File: src/rtl/sssd_pkg.sv
// Package for the seven-segment scan driver: glyph table, state type and segment helper.
`timescale 1ns / 1ps
`default_nettype none

package sssd_pkg;

  // Width of the configured phase length and of the tick counter.
  localparam int unsigned TickW = 16;
  // Width of the displayed binary value.
  localparam int unsigned ValueW = 16;
  // Width of one raw segment pattern.
  localparam int unsigned PatW = 8;
  // Number of physical digit lines.
  localparam int unsigned LineCnt = 4;
  // Phase length after reset.
  localparam logic [TickW-1:0] TicksReset = 16'd10;

  // Divide by ten on a 16-bit value: q = (v * 0xCCCD) >> 19.
  localparam logic [ValueW-1:0] DivTenMul = 16'hCCCD;
  localparam int unsigned DivTenShift = 19;

  // Hex glyphs, bit6 = A down to bit0 = G.
  localparam logic [PatW-1:0] Glyphs [16] = '{
    8'h7E, 8'h30, 8'h6D, 8'h79, 8'h33, 8'h5B, 8'h5F, 8'h70,
    8'h7F, 8'h7B, 8'h77, 8'h1F, 8'h4E, 8'h3D, 8'h4F, 8'h47
  };

  // Sequencer states, one-hot.
  typedef enum logic [2:0] {
    StIdle = 3'b001,
    StDiv  = 3'b010,
    StDone = 3'b100
  } state_e;

  // Turns a pattern (bit6 = A .. bit0 = G) into active-low segment levels
  // (bit0 = A .. bit6 = G). The decimal point stays dark.
  function automatic logic [PatW-1:0] pat_to_seg(input logic [PatW-1:0] pat);
    logic [PatW-1:0] seg;
    seg = '1;
    for (int i = 0; i < 7; i++) begin
      seg[i] = ~pat[6-i];
    end
    return seg;
  endfunction

endpackage

`default_nettype wire

File: src/rtl/seven_segment_scan_driver_unit.sv
// Top level of the multiplexed seven-segment scan driver.
`timescale 1ns / 1ps
`default_nettype none

// Channel     | Direction | Handshake               | Payload
// ------------+-----------+-------------------------+-----------------------------------
// scan tick   | in        | in_valid_i / in_ready_o | display_value_i, pattern_digit0..3_i
// line levels | out       | out_valid_o/out_ready_i | digit_lines_o, segment_lines_o
// phase reg   | in        | cfg_we_i (no wait)      | cfg_wdata_i
//
// Every accepted tick produces exactly one transaction of line levels.
// A tick that changes nothing, starts a blanking phase or shows raw patterns
// goes straight to the done state, which loads the output register.
// A decimal drive phase first runs the shared divide-by-ten unit for digit
// index plus one steps before it reaches the done state.
// A new tick can be taken while the previous result still waits in the output
// register; the sequencer then holds its finished result until the slot frees.
// Reset (rst_ni low, asynchronous) sets the held digit levels all off, clears
// the held segment levels and loads a phase length of ten ticks.

module seven_segment_scan_driver_unit
  import sssd_pkg::*;
#(
  parameter int unsigned NUM_DIGITS = 4
) (
  input  wire logic              clk_i,
  input  wire logic              rst_ni,
  // Phase length register.
  input  wire logic              cfg_we_i,
  input  wire logic [TickW-1:0]  cfg_wdata_i,
  // Scan tick transactions.
  input  wire logic              in_valid_i,
  output logic                   in_ready_o,
  input  wire logic [ValueW-1:0] display_value_i,
  input  wire logic [PatW-1:0]   pattern_digit0_i,
  input  wire logic [PatW-1:0]   pattern_digit1_i,
  input  wire logic [PatW-1:0]   pattern_digit2_i,
  input  wire logic [PatW-1:0]   pattern_digit3_i,
  // Line level transactions.
  output logic                   out_valid_o,
  input  wire logic              out_ready_i,
  output logic [LineCnt-1:0]     digit_lines_o,
  output logic [PatW-1:0]        segment_lines_o
);

  // The digit index needs at least one bit even for a single digit.
  localparam int unsigned IdxW  = (NUM_DIGITS > 1) ? $clog2(NUM_DIGITS) : 1;
  // The step counter must hold NUM_DIGITS itself.
  localparam int unsigned StepW = $clog2(NUM_DIGITS + 1);
  localparam logic [IdxW-1:0]  IdxLast = IdxW'(NUM_DIGITS - 1);
  localparam logic [StepW-1:0] StepOne = StepW'(1);

  state_e              state_q, state_d;
  logic [TickW-1:0]    ticks_per_phase_q;
  logic [TickW-1:0]    tick_count_q;
  logic                blank_done_q;
  logic [IdxW-1:0]     digit_index_q;
  logic [LineCnt-1:0]  digit_levels_q;
  logic [PatW-1:0]     segment_levels_q;

  // Shared divide-by-ten unit operands.
  logic [ValueW-1:0]   div_value_q;
  logic [StepW-1:0]    steps_q;

  // Output register.
  logic                out_valid_q;
  logic [LineCnt-1:0]  digit_lines_q;
  logic [PatW-1:0]     segment_lines_q;

  // Tick bookkeeping on acceptance.
  logic [TickW-1:0]    tick_next;
  logic                phase_change;
  logic [IdxW-1:0]     idx_eff;
  logic [IdxW-1:0]     idx_after;
  logic [LineCnt-1:0]  drive_levels;
  logic                raw_mode;
  logic [PatW-1:0]     raw_pat;
  logic                accept;
  logic                out_free;

  // Divider datapath.
  logic [2*ValueW-1:0] div_prod;
  logic [ValueW-1:0]   div_quot;
  logic [ValueW-1:0]   div_rem_full;
  logic [3:0]          div_rem;

  assign accept    = in_valid_i && in_ready_o;
  assign out_free  = !out_valid_q || out_ready_i;
  assign in_ready_o = (state_q == StIdle);

  assign tick_next    = tick_count_q + TickW'(1);
  assign phase_change = (tick_next >= ticks_per_phase_q);

  // The index never leaves its range, but an out-of-range value is folded
  // back to zero just as a wrap would.
  assign idx_eff   = (int'(digit_index_q) >= NUM_DIGITS) ? '0 : digit_index_q;
  assign idx_after = (idx_eff == IdxLast) ? '0 : idx_eff + IdxW'(1);

  assign raw_mode = |{pattern_digit0_i, pattern_digit1_i, pattern_digit2_i,
                      pattern_digit3_i};

  // Digit lines are mirrored: index 0, the ones place, drives line
  // NUM_DIGITS - 1. A mirrored line number of four or more pulls no line low.
  always_comb begin
    for (int k = 0; k < LineCnt; k++) begin
      drive_levels[k] = !((NUM_DIGITS - 1 - int'(idx_eff)) == k);
    end
  end

  // Raw pattern of the selected digit; a fifth digit has no pattern input.
  always_comb begin
    raw_pat = '0;
    if (int'(idx_eff) == 0) begin
      raw_pat = pattern_digit0_i;
    end else if (int'(idx_eff) == 1) begin
      raw_pat = pattern_digit1_i;
    end else if (int'(idx_eff) == 2) begin
      raw_pat = pattern_digit2_i;
    end else if (int'(idx_eff) == 3) begin
      raw_pat = pattern_digit3_i;
    end
  end

  // One divide-by-ten step: quotient by reciprocal multiply, remainder by
  // subtracting ten times the quotient.
  assign div_prod     = {{ValueW{1'b0}}, div_value_q} * {{ValueW{1'b0}}, DivTenMul};
  assign div_quot     = ValueW'(div_prod >> DivTenShift);
  assign div_rem_full = div_value_q - {div_quot[ValueW-4:0], 3'b000}
                                    - {div_quot[ValueW-2:0], 1'b0};
  assign div_rem      = div_rem_full[3:0];

  // Sequencer: idle waits for a tick, div runs the shared divider, done
  // hands the levels to the output register.
  always_comb begin
    state_d = state_q;
    unique case (state_q)
      StIdle: begin
        if (accept) begin
          if (phase_change && blank_done_q && !raw_mode) begin
            state_d = StDiv;
          end else begin
            state_d = StDone;
          end
        end
      end
      StDiv: begin
        if (steps_q == StepOne) begin
          state_d = StDone;
        end
      end
      StDone: begin
        if (out_free) begin
          state_d = StIdle;
        end
      end
      default: state_d = StIdle;
    endcase
  end

  always_ff @(posedge clk_i or negedge rst_ni) begin
    if (!rst_ni) begin
      state_q           <= StIdle;
      ticks_per_phase_q <= TicksReset;
      tick_count_q      <= '0;
      blank_done_q      <= 1'b0;
      digit_index_q     <= '0;
      digit_levels_q    <= '1;
      segment_levels_q  <= '0;
      out_valid_q       <= 1'b0;
    end else begin
      state_q <= state_d;

      if (cfg_we_i) begin
        ticks_per_phase_q <= cfg_wdata_i;
      end

      if (accept) begin
        if (!phase_change) begin
          tick_count_q <= tick_next;
        end else begin
          tick_count_q <= '0;
          blank_done_q <= !blank_done_q;
          if (!blank_done_q) begin
            // Blanking phase: all segments off, digit lines kept.
            segment_levels_q <= '1;
          end else begin
            digit_levels_q <= drive_levels;
            digit_index_q  <= idx_after;
            if (raw_mode) begin
              segment_levels_q <= pat_to_seg(raw_pat);
            end
          end
        end
      end

      // The last divider step leaves the wanted decimal digit as remainder.
      if (state_q == StDiv && steps_q == StepOne) begin
        segment_levels_q <= pat_to_seg(Glyphs[div_rem]);
      end

      // A new result replaces the one leaving in the same cycle.
      if (state_q == StDone && out_free) begin
        out_valid_q <= 1'b1;
      end else if (out_valid_q && out_ready_i) begin
        out_valid_q <= 1'b0;
      end
    end
  end

  // Divider operands and output payload carry no reset.
  always_ff @(posedge clk_i) begin
    if (accept) begin
      div_value_q <= display_value_i;
      steps_q     <= StepW'(idx_eff) + StepOne;
    end else if (state_q == StDiv) begin
      div_value_q <= div_quot;
      steps_q     <= steps_q - StepOne;
    end
    if (state_q == StDone && out_free) begin
      digit_lines_q   <= digit_levels_q;
      segment_lines_q <= segment_levels_q;
    end
  end

  assign out_valid_o     = out_valid_q;
  assign digit_lines_o   = digit_lines_q;
  assign segment_lines_o = segment_lines_q;

endmodule

`default_nettype wire
File: config.mk
export PLATFORM = sky130hd
export DESIGN_NAME = seven_segment_scan_driver_unit
export DESIGN_NICKNAME = d
export VERILOG_FILES = /design/src/rtl/sssd_pkg.sv /design/src/rtl/seven_segment_scan_driver_unit.sv
export SDC_FILE = /design/constraint.sdc
export NUM_CORES = 1
export LEC_CHECK = 0
export ABC_CLOCK_PERIOD_IN_PS = 9500
export BUFFER_PORTS_ARGS = -buffer_cell sky130_fd_sc_hd__clkbuf_2
export CELL_PAD_IN_SITES_DETAIL_PLACEMENT = 0
export CELL_PAD_IN_SITES_GLOBAL_PLACEMENT = 1
export CORE_MARGIN = 2
export CORE_UTILIZATION = 50
export CTS_BUF_LIST = sky130_fd_sc_hd__clkbuf_4 sky130_fd_sc_hd__clkbuf_8
export CTS_CLUSTER_SIZE = 8
export DETAILED_ROUTE_END_ITERATION = 8
export PLACE_DENSITY = 0.92
export RECOVER_POWER = 50
export SYNTH_ARGS = -nofsm -noshare
export SYNTH_HDL_FRONTEND = slang
export SYNTH_SLANG_ARGS = --single-unit
export TNS_END_PERCENT = 20
File: constraint.sdc
create_clock -name clk_i -period 9.5 [get_ports clk_i]
set_clock_uncertainty 0.05 [all_clocks]
set_input_delay 0.95 -clock clk_i [delete_from_list [all_inputs] [get_ports clk_i]]
set_output_delay 0.95 -clock clk_i [all_outputs]
set_load 0.01 [all_outputs]
---- After elaboration in Yosys (flattened, before gate mapping) ----
Memories as Yosys holds them, arrays and structs flattened.
Index checks and enable logic that the tools add are counted.
word-level totals
  register bits ........................... 82
  memory bits (read-only) ................. 128
  input port bits ......................... 69
  output and inout bits ................... 14
  memories kept ........................... 1
memories
  memory           words  width  rd ports  clocked after Yosys merged registers in  wr ports  RTL line                               text
  (no name shown)  16     8      1         0                                        0         seven_segment_scan_driver_unit.sv:198  segment_levels_q <= pat_to_seg(Glyphs[div_rem]);
cells by class
  add/subtract/negate cells ............... 7
  multiply operators ...................... 1
  order comparisons ....................... 2
  equality and inequality tests ........... 15
  multiplexer cells ....................... 24
  bitwise gates (word level) .............. 15
  reduce and logical (&&, ||, !) cells .... 25
operators with widths
  kind                                                                   count
  32-bit by 2-bit == test with 1-bit output, second input constant       2
  16-bit 2-to-1 mux                                                      3
  7-bit 2-to-1 mux                                                       6
  8-bit 2-to-1 mux                                                       5
  32-bit by 1-bit == test with 1-bit output, second input constant       1
  32-bit zero test                                                       1
  16-bit by 16-bit multiplier with 32-bit output, second input constant  1
  32-bit OR reduction                                                    1
  3-bit 2-to-1 mux                                                       6
  16-bit by 1-bit adder with 16-bit output, second input constant        1
  16-bit greater-or-equal comparator                                     1
  1-bit NOT                                                              14
  3-bit one-hot mux with 3 select lines                                  1
  3-bit AND reduction                                                    3
  2-bit nonzero test                                                     4
  4-bit subtractor                                                       2
  1-bit zero test                                                        7
  2-bit == test, second input constant                                   3
  3-bit by 1-bit == test with 1-bit output, second input constant        2
  1-bit logical AND                                                      6
  5-bit greater-or-equal comparator, second input constant               1
  4-bit NOT with 5-bit output                                            1
  2-bit != test, second input constant                                   2
  2-bit by 1-bit adder with 3-bit output, second input constant          1
  13 further kinds                                                       14

---- Depth between registers and ports, before layout ----
  depth in word-level cells ............... 11
  gate-level depth with buffers ........... 28
  gate-level depth less buffers ........... 27

---- Least setup slack after synthesis ----
No wires, ideal clock.
  path kind ............................... register to register
  from .................................... register div_value_q[3]
  to ...................................... register segment_levels_q[6]
  library setup time ...................... 124 ps
  arrival ................................. 6,288 ps
  data required time ...................... 9,326 ps
  setup slack ............................. 3,038 ps
  cell stages (with the launch flop) ...... 26
  clock period less this slack ............ 6,462 ps
  cell sequence ........................... edfxtp_1 -> ha_1 -> inv_1 -> fa_1 -> inv_1 -> fa_1 -> fa_1 -> fa_1 -> inv_1 -> fa_1 -> inv_1 -> ha_1 -> nand2_1 -> nor2_1 -> nand2_1 -> a211o_1 -> a21boi_2 -> nor2_1 -> xnor2_1 -> ha_1 -> nand2_1 -> and3b_1 -> xnor2_2 -> xnor2_2 -> mux2_1 -> a211o_1
on the way
  cells in the longest elaborated chain, start to end .. 9
ends and longest elaborated chain
  item                                                    RTL line                               text
  from (decl)                                             seven_segment_scan_driver_unit.sv:62   logic [ValueW-1:0] div_value_q;
  from (signal assigned)                                  seven_segment_scan_driver_unit.sv:213  div_value_q <= display_value_i;
  from (signal assigned)                                  seven_segment_scan_driver_unit.sv:216  div_value_q <= div_quot;
  16-bit by 16-bit multiplier with 32-bit output          seven_segment_scan_driver_unit.sv:126  assign div_prod = {{ValueW{1'b0}}, div_value_q} * {{ValueW{1'b0}}, DivTenMul};
  4-bit subtractor                                        seven_segment_scan_driver_unit.sv:128  assign div_rem_full = div_value_q - {div_quot[ValueW-4:0], 3'b000}
  4-bit subtractor *                                      seven_segment_scan_driver_unit.sv:129  - {div_quot[ValueW-2:0], 1'b0};
  4-bit NOT with 5-bit output (not written as such) *     seven_segment_scan_driver_unit.sv:198
  memory read 16 x 8 bit *                                n/a
  7-bit 2-to-1 mux (not written as such) * (2 in series)  seven_segment_scan_driver_unit.sv:198
  1-bit NOT *                                             sssd_pkg.sv:41                         seg[i] = ~pat[6-i];
  8-bit 2-to-1 mux *                                      seven_segment_scan_driver_unit.sv:197  if (state_q == StDiv && steps_q == StepOne) begin
  to (signal assigned)                                    seven_segment_scan_driver_unit.sv:190  segment_levels_q <= pat_to_seg(raw_pat);
  to (signal assigned)                                    seven_segment_scan_driver_unit.sv:198
  to (decl)                                               seven_segment_scan_driver_unit.sv:59   logic [PatW-1:0] segment_levels_q;
Mark *: on every way between the ends. The rest lies on a longest branch, timed or not. The select of a mux whose other input is x is not followed.
A chain may end at the register's enable or synchronous reset.

---- Worst setup path after layout ----
Same ends and word-level chain as after synthesis.

==> flow_summary_export.csv <==
group,metric,value,unit
global_route,grt_use_total,0.215,
logic_synthesis,synthCells,942,
floorplanning,die_h,138,microns
floorplanning,die_area,19100,sq um
cts,cts_tree,"yes",
setup_path,critPathBufInv,4,
cts,clk_latency,0.38,ns
setup_path,arrival,7.58,ns
floorplanning,initial_core_util,0.506,
setup_path,startpoint_type,"flop",
run_status,status,"finished with violations",
timing,setup_viol,0,
floorplanning,rows,49,
timing,rsz0062_at_grt,"false",
setup_path,cp_max_fo,13,
placed_design,place_congestion,0.990,
global_route,grt_pass1_wl,33000,microns
finish,post_route_cells_drive_above_1_share,0.111,
finish,area_delta_synth_final,9.28,%
logic_synthesis,synth_top_area_frac,0.227,
finish,diodes,0,
timing,setup_slack,2.14,ns
global_route,grt_pass1_vias,6753,
global_route,grt_max_degree,52,
route,drtPass1Iterations,5,
timing,slew_headroom,-0.846,
cts,hold_buffers,0,
logic_synthesis,yosysWarnings,0,
setup_path,critPathMaxStageDelay,0.59,ns
logic_synthesis,yosysMostFrequentCell,"inv_1",
setup_path,r2r_cells,25,
setup_path,critPathKind,"flop to flop",
worst_hold_path,worstHoldStart,"segment_levels_q[1]",
setup_path,slowest_stage,"edfxtp_1",
setup_path,end_kind,"flop",
floorplanning,num_io_pins,83,
setup_path,crit_start,"div_value_q[3]",
logic_synthesis,synth_area_leaders,"ha_1 (23%), fa_1 (18%), dfrtp_1 (12%)",
cts,cts_root_buf,"clkbuf_8",
global_route,antenna_found_initial,0,
job,drv_cap,1,
timing,fin_setup_tns,0,ns
cts,htree_levels,3,
logic_synthesis,syn_area,8990,sq um
timing,final_hold_viol_count,0,
route,postRouteAntennaNets,0,
logic_synthesis,synth_nets,1254,
cts,cts_buffer_depth,2,
worst_hold_path,hp-class,"flop to flop",
cts,cts-resized-gates,0,
cts,post_cts_buffers,0,
cts,cts_buffers,9,
logic_synthesis,synth_flop_cell,"dfrtp_1",
cts,clk_pin_slew,0.09,ns
setup_path,crit_cells,25,
timing,min_period,7.36,ns
route,vias_per_cell,5.19,
timing,timing.fmax,136,MHz
route,drt_iter0_markers,283,
logic_synthesis,synth-seq-cells,82,
route,drt_wl_total,19400,microns
setup_path,required,9.72,ns
setup_path,reg2reg_from,"div_value_q[3]",
route,vias,6495,
floorplanning,dieWidth,138,microns
timing,fin_crit_sh,0.775,
logic_synthesis,yosysSeqAreaShare,0.246,
finish,layout.cells.non_filler,1252,
logic_synthesis,yosysTopAreaCell,"ha_1",
logic_synthesis,syn_avg_cell_area,9.55,sq um
route,wl_per_cell,15.5,microns
placed_design,hpwl,16300,microns
logic_synthesis,async_flop_share,0.622,
worst_hold_path,hold_depth,0,
finish,final_nets,1330,
setup_path,path_delay_family,"adder cells",
global_route,overflow,0,
placed_design,io_buffers,82,
logic_synthesis,synth_edf_count,31,
timing,slew_viol_final,52,
placed_design,post-place-ws,2.16,ns
setup_path,crit_top_cell,"fa_1",
timing,tightest_slew,2.77,ns
run_status,violations,"capacitance limit, slew limit",
cts,clock-sinks,82,
logic_synthesis,synth_cell_type_count,60,
route,drc_errors,0,
floorplanning,core_area,17800,sq um
placed_design,dpl.cell_count,1236,
logic_synthesis,synth_common_cells,"inv_1 (175), ha_1 (163), nand2_1 (101), fa_1 (80), dfrtp_1 (44)",
[cells in the final DEF (no fill, tap or decap), types with 9 or more instances in the layout]
cell type  netlist  layout
inv_1          175     175
ha_1           163     163
nand2_1        101     101
clkbuf_2         0      81
fa_1            80      80
dfrtp_1         44      44
nor2_1          42      42
a21oi_1         35      35
o21ai_0         34      34
edfxtp_1        31      31
o21ai_1         28      28
xor2_1          18      18
xnor2_1         14      14
nor3_1          13      13
nand3_1         13      13
and3_1          13      13
a21o_1          12      12
nand2b_1        10      10
clkbuf_8         0       9
[per-stage QoR]
stage          hold slack (ns)  cell area (sq um)  utilization
6_report                 0.404               9830        0.553
5_1_grt                  0.418               9830        0.553
4_1_cts                  0.412               9830        0.553
3_5_place_dp             0.382               9640        0.542
3_3_place_gp             0.382               9640        0.542
2_1_floorplan            0.367               8990            -
[routing by layer]
layer  share of wire  GRT usage  vias to the layer above
li1                -          -                     3261
met1            0.47      0.292                     3100
met2            0.47      0.351                      100
met4           0.028     0.0768                        0
met5               0          0                        -
met3           0.036     0.0343                       34
[worst paths after layout]
check | slack [ns] | to
worst min register to register | 0.40 | segment_lines_o[1]
worst max register to register | 2.14 | segment_levels_q[6]
worst max-delay path | 2.14 | segment_levels_q[6]
max in group asynchronous | 6.34 | tick_count_q[6]
min in group asynchronous | 1.49 | ticks_per_phase_q[0]
worst min-delay path | 0.40 | segment_lines_o[1]
[worst reg2reg max path: stages (launching register included)]
cell and delay (ns):
edfxtp_1 0.59, ha_1 0.42, inv_1 0.07, fa_1 0.53, inv_1 0.06, fa_1 0.53
fa_1 0.52, fa_1 0.56, inv_1 0.06, fa_1 0.53, inv_1 0.05, ha_1 0.29
nand2_1 0.07, nor2_1 0.22, nand2_1 0.08, a211o_1 0.28, a21boi_2 0.19, nor2_1 0.07
xnor2_1 0.14, ha_1 0.35, nand2_1 0.06, and3b_1 0.20, xnor2_2 0.15, xnor2_2 0.56
mux2_1 0.38, a211o_1 0.25
[area by class of cell]
type | instances | area, sq um
fill | 1594 | 7950
multi-input combinational | 664 | 6040
sequential | 82 | 2220
inverter | 175 | 657
timing repair buffer | 86 | 435
tap | 229 | 287
clock buffer | 9 | 124
clock inverter | 7 | 75.1
[cell families (layout without fill, tap and decap cells)]
logic type | count (synthesis) | count (layout) | synth area share
adder cells (fa/ha/maj) | 243 | 243 | 0.405
AND/OR/NAND/NOR | 228 | 228 | 0.117
multiplexers | 10 | 10 | 0.0117
AO/OA/AOI/OAI | 148 | 148 | 0.0996
buffers and inverters | 196 | 277 | 0.0828
XOR/XNOR | 35 | 35 | 0.0378
flip-flops | 82 | 82 | 0.246
[sequential cells by signal (all words and copies together) (netlist names), 3 cells and up]
name,count
ticks_per_phase_q,16
segment_levels_q,8
div_value_q,16
segment_lines_o,8
digit_levels_q,4
state_q,3
digit_lines_o,4
steps_q,3
tick_count_q,16
Power is not shown: default switching activity piles up to over one toggle a cycle in this logic, so the estimate is an artifact.
